**src/rtl/sitda_pkg.sv**
```systemverilog
// Shared constants and types for the signed integer to decimal text converter.
`default_nettype none
package sitda_pkg;

  localparam int VALUE_BITS  = 32;
  localparam int IN_TDATA_W  = ((VALUE_BITS + 7) / 8) * 8;
  localparam int STAGE_STEPS = 8;
  localparam int DD_STAGES   = (VALUE_BITS + STAGE_STEPS - 1) / STAGE_STEPS;
  localparam int DD_BITS     = DD_STAGES * STAGE_STEPS;
  // decimal digits of 2^(VALUE_BITS-1); 1233/4096 approximates log10(2)
  localparam int MAX_DIGITS  = ((VALUE_BITS - 1) * 1233) / 4096 + 1;
  localparam int BCD_W       = MAX_DIGITS * 4;
  localparam int POS_W       = (MAX_DIGITS > 1) ? $clog2(MAX_DIGITS) : 1;

  localparam logic [7:0] CHAR_ZERO  = 8'h30;
  localparam logic [7:0] CHAR_MINUS = 8'h2D;

  typedef struct packed {
    logic               neg;
    logic [DD_BITS-1:0] bin;
    logic [BCD_W-1:0]   bcd;
  } dd_t;

endpackage
`default_nettype wire

```
**src/rtl/sitda_dd_stage.sv**
```systemverilog
// One pipeline stage of the binary to BCD conversion: eight shift-and-add-3 steps.
`default_nettype none
module sitda_dd_stage (
  input  wire logic           clk,
  input  wire logic           rst_n,
  input  wire logic           in_valid,
  output logic                in_ready,
  input  wire sitda_pkg::dd_t in_pl,
  output logic                out_valid,
  input  wire logic           out_ready,
  output sitda_pkg::dd_t      out_pl
);
  import sitda_pkg::*;

  logic valid_r;
  dd_t  pl_r;
  dd_t  pl_nxt;
  logic adv;

  assign adv       = !valid_r || out_ready;
  assign in_ready  = adv;
  assign out_valid = valid_r;
  assign out_pl    = pl_r;

  always_comb begin
    logic [BCD_W-1:0]   bcd;
    logic [DD_BITS-1:0] bin;
    bcd = in_pl.bcd;
    bin = in_pl.bin;
    for (int i = 0; i < STAGE_STEPS; i++) begin
      for (int d = 0; d < MAX_DIGITS; d++) begin
        if (bcd[d*4 +: 4] >= 4'd5) begin
          bcd[d*4 +: 4] = bcd[d*4 +: 4] + 4'd3;
        end
      end
      bcd = {bcd[BCD_W-2:0], bin[DD_BITS-1]};
      bin = {bin[DD_BITS-2:0], 1'b0};
    end
    pl_nxt.neg = in_pl.neg;
    pl_nxt.bin = bin;
    pl_nxt.bcd = bcd;
  end

  always_ff @(posedge clk) begin
    if (!rst_n) begin
      valid_r <= 1'b0;
    end else if (adv) begin
      valid_r <= in_valid;
    end
  end

  always_ff @(posedge clk) begin
    if (adv && in_valid) begin
      pl_r <= pl_nxt;
    end
  end

endmodule
`default_nettype wire

```
**src/rtl/sitda_emit.sv**
```systemverilog
// Character emitter: walks the BCD digits of one item and drives the output register.
`default_nettype none
module sitda_emit (
  input  wire logic           clk,
  input  wire logic           rst_n,
  input  wire logic           in_valid,
  output logic                in_ready,
  input  wire sitda_pkg::dd_t in_pl,
  output logic                out_tvalid,
  input  wire logic           out_tready,
  output logic [7:0]          out_tdata,
  output logic                out_tlast
);
  import sitda_pkg::*;

  logic             busy_r;
  logic [BCD_W-1:0] bcd_r;
  logic             neg_r;
  logic [POS_W-1:0] pos_r;
  logic             out_valid_r;
  logic [7:0]       out_char_r;
  logic             out_last_r;

  logic             load;
  logic             out_adv;
  logic             emit;
  logic [POS_W-1:0] top_pos;
  logic [7:0]       char_nxt;
  logic             last_nxt;
  logic [3:0]       digit;

  assign in_ready   = !busy_r;
  assign load       = in_valid && !busy_r;
  assign out_adv    = !out_valid_r || out_tready;
  assign emit       = out_adv && busy_r;
  assign out_tvalid = out_valid_r;
  assign out_tdata  = out_char_r;
  assign out_tlast  = out_last_r;

  // highest nonzero digit; zero keeps position 0
  always_comb begin
    top_pos = '0;
    for (int d = 0; d < MAX_DIGITS; d++) begin
      if (in_pl.bcd[d*4 +: 4] != 4'd0) begin
        top_pos = POS_W'(d);
      end
    end
  end

  assign digit = bcd_r[pos_r*4 +: 4];

  always_comb begin
    if (neg_r) begin
      char_nxt = CHAR_MINUS;
      last_nxt = 1'b0;
    end else begin
      char_nxt = CHAR_ZERO | {4'd0, digit};
      last_nxt = (pos_r == '0);
    end
  end

  always_ff @(posedge clk) begin
    if (!rst_n) begin
      busy_r      <= 1'b0;
      out_valid_r <= 1'b0;
    end else begin
      if (out_adv) begin
        out_valid_r <= busy_r;
      end
      if (load) begin
        busy_r <= 1'b1;
      end else if (emit && last_nxt) begin
        busy_r <= 1'b0;
      end
    end
  end

  always_ff @(posedge clk) begin
    if (load) begin
      bcd_r <= in_pl.bcd;
      neg_r <= in_pl.neg;
      pos_r <= top_pos;
    end else if (emit) begin
      if (neg_r) begin
        neg_r <= 1'b0;
      end else begin
        pos_r <= pos_r - 1'b1;
      end
    end
    if (emit) begin
      out_char_r <= char_nxt;
      out_last_r <= last_nxt;
    end
  end

endmodule
`default_nettype wire

```
**src/rtl/signed_int_to_decimal_ascii.sv**
```systemverilog
// Top level of the signed integer to decimal ASCII text converter.
// Each input item is a two's complement integer; it comes out as a run of ASCII
// characters, most significant first, with a leading '-' for negative values and
// no leading zeros, tlast set on the final character. The magnitude is formed in
// one register stage and converted to BCD by a pipeline of shift-and-add-3 stages
// (eight bits per stage, four stages at 32 bits); the emitter then loads the
// digits into its own register and puts each character out through its output
// register. The character emitter sends one character per cycle while the output
// is not stalled, and takes a new item only once the previous run's last
// character has left it, while earlier stages may already hold the next items.
`default_nettype none
module signed_int_to_decimal_ascii (
  input  wire logic                             clk,
  input  wire logic                             rst_n,
  input  wire logic                             in_tvalid,
  output logic                                  in_tready,
  input  wire logic [sitda_pkg::IN_TDATA_W-1:0] in_tdata,   // value
  output logic                                  out_tvalid,
  input  wire logic                             out_tready,
  output logic [7:0]                            out_tdata,  // char_code
  output logic                                  out_tlast   // is_last
);
  import sitda_pkg::*;

  logic                  s0_valid_r;
  dd_t                   s0_r;
  dd_t                   s0_nxt;
  logic                  s0_adv;
  logic [VALUE_BITS-1:0] raw;
  logic [VALUE_BITS-1:0] mag;

  logic dd_v   [0:DD_STAGES];
  logic dd_rdy [0:DD_STAGES];
  dd_t  dd_pl  [0:DD_STAGES];

  assign raw = in_tdata[VALUE_BITS-1:0];
  assign mag = raw[VALUE_BITS-1] ? (~raw + 1'b1) : raw;

  always_comb begin
    s0_nxt.neg = raw[VALUE_BITS-1];
    s0_nxt.bin = DD_BITS'(mag);
    s0_nxt.bcd = '0;
  end

  assign s0_adv    = !s0_valid_r || dd_rdy[0];
  assign in_tready = s0_adv;

  always_ff @(posedge clk) begin
    if (!rst_n) begin
      s0_valid_r <= 1'b0;
    end else if (s0_adv) begin
      s0_valid_r <= in_tvalid;
    end
  end

  always_ff @(posedge clk) begin
    if (s0_adv && in_tvalid) begin
      s0_r <= s0_nxt;
    end
  end

  assign dd_v[0]  = s0_valid_r;
  assign dd_pl[0] = s0_r;

  for (genvar s = 0; s < DD_STAGES; s++) begin : g_dd
    sitda_dd_stage u_stage (
      .clk       (clk),
      .rst_n     (rst_n),
      .in_valid  (dd_v[s]),
      .in_ready  (dd_rdy[s]),
      .in_pl     (dd_pl[s]),
      .out_valid (dd_v[s+1]),
      .out_ready (dd_rdy[s+1]),
      .out_pl    (dd_pl[s+1])
    );
  end

  sitda_emit u_emit (
    .clk        (clk),
    .rst_n      (rst_n),
    .in_valid   (dd_v[DD_STAGES]),
    .in_ready   (dd_rdy[DD_STAGES]),
    .in_pl      (dd_pl[DD_STAGES]),
    .out_tvalid (out_tvalid),
    .out_tready (out_tready),
    .out_tdata  (out_tdata),
    .out_tlast  (out_tlast)
  );

endmodule
`default_nettype wire

```
**config.mk**
```make
export PLATFORM = sky130hd
export DESIGN_NAME = signed_int_to_decimal_ascii
export DESIGN_NICKNAME = d
export VERILOG_FILES = /design/src/rtl/sitda_pkg.sv /design/src/rtl/sitda_dd_stage.sv /design/src/rtl/sitda_emit.sv /design/src/rtl/signed_int_to_decimal_ascii.sv
export SDC_FILE = /design/constraint.sdc
export NUM_CORES = 1
export LEC_CHECK = 0
export ABC_AREA = 1
export BUFFER_PORTS_ARGS = -buffer_cell sky130_fd_sc_hd__buf_4
export CORE_MARGIN = 2
export CORE_UTILIZATION = 60
export CTS_BUF_LIST = sky130_fd_sc_hd__clkbuf_4 sky130_fd_sc_hd__clkbuf_8
export DETAILED_ROUTE_END_ITERATION = 8
export GPL_TIMING_DRIVEN = 1
export PLACE_DENSITY_LB_ADDON = 0.15
export SLEW_MARGIN = 30
export SYNTH_ARGS = -nofsm -noshare
export SYNTH_HDL_FRONTEND = slang
export SYNTH_SLANG_ARGS = --single-unit
```
**constraint.sdc**
```tcl
create_clock -name clk -period 6.2 [get_ports clk]
set_input_delay 0 -clock clk [delete_from_list [all_inputs] [get_ports clk]]
set_output_delay 0 -clock clk [all_outputs]
set_load 0.1 [all_outputs]
```
==> impl_metrics.py, run 1 <==
metrics = {
    "yosys": {
        "yosysWarningCount": 0,
        "yosysSeqAreaShare_pct": 29.91,
        "synth-seq-cells": 245,
        "synth_ff_type": "edfxtp_1",
        "synth.cell_area_um2": 24370,
        "syn_area_per_cell_um2": 7.110,
        "syn_inst": 3427,
        "synth_top_area_share_pct": 29.33,
        "synth_top_area_cell": "edfxtp_1",
        "synth.top_cells.by_count": "1088 x nand2_1, 562 x inv_1, 316 x nand3_1",
        "synthTopCellsByArea": "edfxtp_1 29%, nand2_1 17%, inv_1 8.7%",
        "async_flop_share_pct": 0,
        "ys_types": 53,
        "synth-edff-count": 238,
        "yosysMostFrequentCell": "nand2_1",
    },
    "worst_setup_path": {
        "startpoint": "g_dd[1].u_stage.out_pl[12]$_DFFE_PP_",
        "path_common_cell": "nand2_1",
        "rrSetupSlack_ps": 450,
        "crit_arrival_ps": 6090,
        "cp_max_fo": 5,
        "worstSetupStartpointType": "flop",
        "max_stage_delay_ps": 410,
        "crit_family": "simple AND/OR/NAND/NOR gates",
        "critical_path_buf_inv_count": 6,
        "required_ps": 6540,
        "r2r_start": "g_dd[1].u_stage.out_pl[12]$_DFFE_PP_",
        "worstSetupEndpointType": "flop",
        "cp_slowest_cell": "edfxtp_1",
        "path_class": "reg2reg",
    },
    "place": {
        "numPlacedInstances": 3990,
        "postPlaceCellArea_um2": 25380,
        "post-dp-hpwl_um": 36980,
        "place_congestion": 0.8452,
        "dp_slack_ps": 125.3,
        "numPortBuffers": 43,
    },
    "route": {
        "dr.pass1.iters": 8,
        "wl_per_cell_um": 11.61,
        "wl_um": 48000,
        "drt_iter0_drc": 854,
        "final_antenna_net_count": 0,
        "drc": 0,
        "via_count": 21761,
        "routed_via_density": 5.263,
    },
    "cts": {
        "cts_sinks": 245,
        "cts_tree": "yes",
        "clockRootBuffer": "clkbuf_8",
        "clk_pin_slew_worst_paths_ps": 80,
        "cts_buffer_depth": 3,
        "cts_made_buffers": 41,
        "clkLatencyLatePin_ps": 610,
        "htreeDepth": 2,
    },
    "floorplanning": {
        "die_area_um2": 42240,
        "ios": 47,
        "rows": 73,
        "core_um2": 39910,
        "initial_utilization_pct": 61.05,
        "die-width_um": 205.5,
        "die_y_um": 205.5,
    },
    "timing": {
        "setup_slack_ps": 450.0,
        "fin_crit_sh_pct": 92.74,
        "hold_violations": 0,
        "post-route-min-period_ps": 5750,
        "relSlewSlack_pct": 48.73,
        "tightest_slew_ps": 761.0,
        "skew_ps": 46.85,
        "setup_violations": 0,
        "timing.fmax_mhz": 173.9,
        "slew_violations": 0,
    },
    "cells_and_area": {
        "areaGrowthSynthToFinish_pct": 10.76,
        "final_cells": 4135,
        "fin_area_um2": 26990,
        "nets": 3761,
        "final_layout_size_suffix_gt1_share_pct": 17.01,
        "fillers": 3216,
    },
    "run_status": {
        "outcome": "finished, final reports clean",
    },
    "global_routing": {
        "track_usage_pct": 22.76,
        "grt_pass1_wl_um": 82820,
        "grt_pass1_vias": 20763,
        "grt_max_degree": 43,
        "grt-ovfl-total": 0,
        "antenna_found_initial": 1,
    },
    "min_path": {
        "hp-class": "in2reg",
        "holdCritStartpoint": "in_tdata[0]",
    },
    "run": {
        "drv_cap": 0,
    },
}
[through the flow]
step | TNS [ps] | utilization [%] | hold slack, ps
2_1_floorplan | 0 | - | 98.87
3_3_place_gp | 0 | 63.49 | 198.3
3_5_place_dp | 0 | 63.60 | 200.1
4_1_cts | 0 | 66.94 | 135.7
5_1_grt | -330.5 | 67.62 | 106.6
6_report | 0 | 67.62 | 144.7
[metal layers]
metal  part of all wire (%)  track usage, %
met1                     40           23.61
met2                     54           45.47
met3                    3.0           3.659
met4                    3.0           7.965
met5                      0               0
[layout make-up]
class	count	area, um^2	area share [%]
Multi-Input combinational cell	2587	15030	55.68
Sequential cell	245	7287	27.00
Inverter	585	2197	8.141
Timing Repair Buffer	118	1056	3.913
Tap cell	525	656.9	2.434
Clock buffer	52	646.9	2.397
Clock inverter	22	116.4	0.4311
Antenna cell	1	2.502	0.009272
[cell families (layout without fill, tap and decap cells)]
kind of cell	count (synthesis)	count (layout)	synth area share [%]
compound gates	286	286	7.528
xor+xnor	106	106	4.395
fa+ha+maj	147	147	7.548
buf+inv	596	777	9.232
flops	245	245	29.90
mux	2	2	0.08216
other cells	2	4	0.03082
simple gates	2043	2043	41.28
[cell usage in the layout, fill, tap and decap left out, types with 7 or more instances in the layout]
cell type	n
nand3_2	113
nand3b_1	20
a21oi_2	7
inv_2	26
o21ai_0	80
xnor2_1	25
nor2_1	80
clkinv_1	11
nand2_4	28
o211ai_1	9
buf_4	59
inv_1	554
xor2_1	61
nand2_1	1080
and2_4	17
o21ai_1	23
a21oi_1	44
nand3_1	306
edfxtp_1	238
nand2_2	196
ha_1	147
nand4_1	135
clkbuf_8	41
dlygate4sd3_1	57
nor3_1	14
o21ai_2	48
clkbuf_4	11
xor2_2	14
a31o_2	8
clkinv_2	11
dfxtp_1	7
and2_1	27
o22ai_1	10
a21o_1	31
nor4_1	9
[worst paths after layout]
check | endpoint | depth (start not counted)
min | dd_pl[332]$_DFFE_PP_ | 2
max | g_dd[2].u_stage.out_pl[17]$_DFFE_PP_ | 43
max reg2reg | g_dd[2].u_stage.out_pl[17]$_DFFE_PP_ | 43
min reg2reg | g_dd[0].u_stage.out_pl[65]$_DFFE_PP_ | 0
[sequential cells by signal, indices dropped and copies added (netlist names)]
signal                  count
u_emit.busy_r               1
s0_valid_r                  1
u_emit.out_tvalid           1
g_dd.u_stage.out_pl       154
u_emit.out_tlast            1
u_emit.out_tdata            5
g_dd.u_stage.out_valid      4
u_emit.bcd_r               40
dd_pl                      33
u_emit.pos_r                4
u_emit.neg_r                1
[worst register-to-register path: cells and delay by family, from the launching register on]
kind | cells | cell delay (ps)
adder cells (fa/ha/maj) | 7 | 1340
flip-flops | 1 | 410
AND/OR/NAND/NOR | 30 | 3190
buffers and inverters | 6 | 550
[timing repair]
item                       4_1_cts  5_1_grt
gates resized for setup          0       50
hold buffers                    57        0
setup endpoints to repair        0       42
buffers inserted                 0       13
hold endpoints to repair        41        0
Power of run 1 is not shown: default switching activity piles up to over one toggle a cycle in this logic, so the estimate is an artifact.
==> run 2: changes to the inputs <==
--- a/config.mk
+++ b/config.mk
@@ -7,6 +7,7 @@
 export LEC_CHECK = 0
 export ABC_AREA = 1
 export BUFFER_PORTS_ARGS = -buffer_cell sky130_fd_sc_hd__buf_4
+export CAP_MARGIN = 10
 export CORE_MARGIN = 2
 export CORE_UTILIZATION = 60
 export CTS_BUF_LIST = sky130_fd_sc_hd__clkbuf_4 sky130_fd_sc_hd__clkbuf_8
==> constraint.sdc (replaced) <==
create_clock -name clk -period 6.2 [get_ports clk]
set_input_delay 1.24 -clock clk [delete_from_list [all_inputs] [get_ports clk]]
set_output_delay 1.24 -clock clk [all_outputs]
set_load 0.1 [all_outputs]
==> run 2 against run 1 <==
- fmax about the same
- worst hold slack better by 230 ps
- largest cell class unchanged
- sequential share of layout area grew 0.59 points
==> impl_metrics.py, run 2 (synthesized netlist as in run 1, its figures left out) <==
metrics = {
    "run_status": {
        "outcome": "finished, final reports clean",
    },
    "floorplanning": {
        "die_y_um": 205.5,
        "core_um2": 39910,
        "initial_utilization_pct": 61.05,
        "rows": 73,
        "ios": 47,
        "die-width_um": 205.5,
        "die_area_um2": 42240,
    },
    "route": {
        "dr.pass1.iters": 7,
        "drt_iter0_drc": 770,
        "wl_per_cell_um": 11.17,
        "routed_via_density": 5.236,
        "final_antenna_net_count": 0,
        "via_count": 21347,
        "drc": 0,
        "wl_um": 45550,
    },
    "cts": {
        "cts_tree": "yes",
        "cts_buffer_depth": 3,
        "clk_pin_slew_worst_paths_ps": 60,
        "ctsHoldBuffers": 0,
        "htreeDepth": 2,
        "cts_made_buffers": 41,
        "cts_sinks": 245,
        "clkLatencyLatePin_ps": 610,
        "clockRootBuffer": "clkbuf_8",
    },
    "cells_and_area": {
        "fillers": 3326,
        "register_area_um2": 7287,
        "antenna-diode-count": 0,
        "areaGrowthSynthToFinish_pct": 8.411,
        "layout_common_cells": "1080 x nand2_1, 554 x inv_1, 306 x nand3_1",
        "layout_commonest_cell": "nand2_1",
        "largest_register_ff_count": 154,
        "multi_input_area_um2": 15030,
        "nets": 3704,
        "final_layout_size_suffix_gt1_share_pct": 17.29,
    },
    "timing": {
        "fin_crit_sh_pct": 92.75,
        "hold_violations": 0,
        "slew_violations": 0,
        "tightest_slew_ps": 754.1,
        "post-route-min-period_ps": 5750,
        "relSlewSlack_pct": 49.20,
        "skew_ps": 48.86,
        "setup_slack_ps": 449.8,
        "timing.fmax_mhz": 173.9,
        "setup_violations": 0,
        "setup_tns_ps": 0,
    },
    "worst_setup_path": {
        "required_ps": 6540,
        "path_common_cell": "nand2_1",
        "cp_max_fo": 5,
        "crit_arrival_ps": 6090,
        "max_stage_delay_ps": 410,
        "worstSetupStartpointType": "flop",
        "cp_slowest_cell": "edfxtp_1",
        "worstSetupEndpointType": "flop",
        "path_class": "reg2reg",
    },
    "place": {
        "post-dp-hpwl_um": 36980,
        "numPortBuffers": 43,
        "dp_slack_ps": 125.3,
        "place_congestion": 0.8452,
    },
    "global_routing": {
        "track_usage_pct": 21.63,
        "antenna_found_initial": 0,
        "grt_util_met2_pct": 43.28,
        "grt_pass1_wl_um": 79190,
        "use_met3_pct": 3.405,
        "grt_max_degree": 43,
        "grt-ovfl-total": 0,
        "grt.busiest_layer": "met2",
        "grt_pass1_vias": 20112,
        "use_met1_pct": 22.85,
    },
    "min_path": {
        "hp-class": "reg2reg",
    },
    "run": {
        "drv_cap": 0,
    },
}
[run 2: metal layers]
| layer | wire length [um] | vias up | share of wire [%] |
|---|---|---|---|
| met5 | 0 | - | 0 |
| li1 | - | 11440 | - |
| met1 | 18730 | 9569 | 41 |
| met3 | 1243 | 76 | 2.7 |
| met2 | 24490 | 262 | 54 |
| met4 | 1081 | 0 | 2.4 |
[run 2: critical path, delay by kind of cell (launching register included)]
family | cells | cell delay, ps
and+or+nand+nor | 30 | 3180
DFF | 1 | 410
adders and majority gates | 7 | 1330
buffers and inverters | 6 | 550
[run 2: area by class of cell]
cell class / instances / area share (%)
timing repair buffer: 61 / 1.838
multi-input combinational: 2587 / 56.88
inverter: 585 / 8.317
clock buffer: 52 / 2.449
clock inverter: 22 / 0.4405
tap: 525 / 2.487
sequential: 245 / 27.58
[run 2: timing repair]
action	4_1_cts	5_1_grt
endpoints found under the setup margin	0	42
setup buffers	0	13
resized for setup	0	50
hold endpoints to repair	0	0
[run 2: final timing paths]
| kind | from | to | slack (ps) | depth (start not counted) |
|---|---|---|---|---|
| hold / removal | dd_pl[349]$_DFFE_PP_ | g_dd[0].u_stage.out_pl[65]$_DFFE_PP_ | 370 | 0 |
| setup reg to reg | g_dd[1].u_stage.out_pl[12]$_DFFE_PP_ | g_dd[2].u_stage.out_pl[17]$_DFFE_PP_ | 450 | 43 |
| hold reg to reg | dd_pl[349]$_DFFE_PP_ | g_dd[0].u_stage.out_pl[65]$_DFFE_PP_ | 370 | 0 |
| setup / recovery | g_dd[1].u_stage.out_pl[12]$_DFFE_PP_ | g_dd[2].u_stage.out_pl[17]$_DFFE_PP_ | 450 | 43 |
[run 2: per-stage QoR]
step	utilization (%)	hold slack [ps]	cells	area, um^2
final	66.18	373.7	4077	26420
after global routing	66.18	411.2	4077	26420
after CTS	65.51	375.2	4064	26150
after detailed placement	63.60	404.5	3990	25380
after floorplan	-	400.3	3428	24370
after global placement	63.49	400.9	3988	25340
Power of run 2 is left out for the same reason.
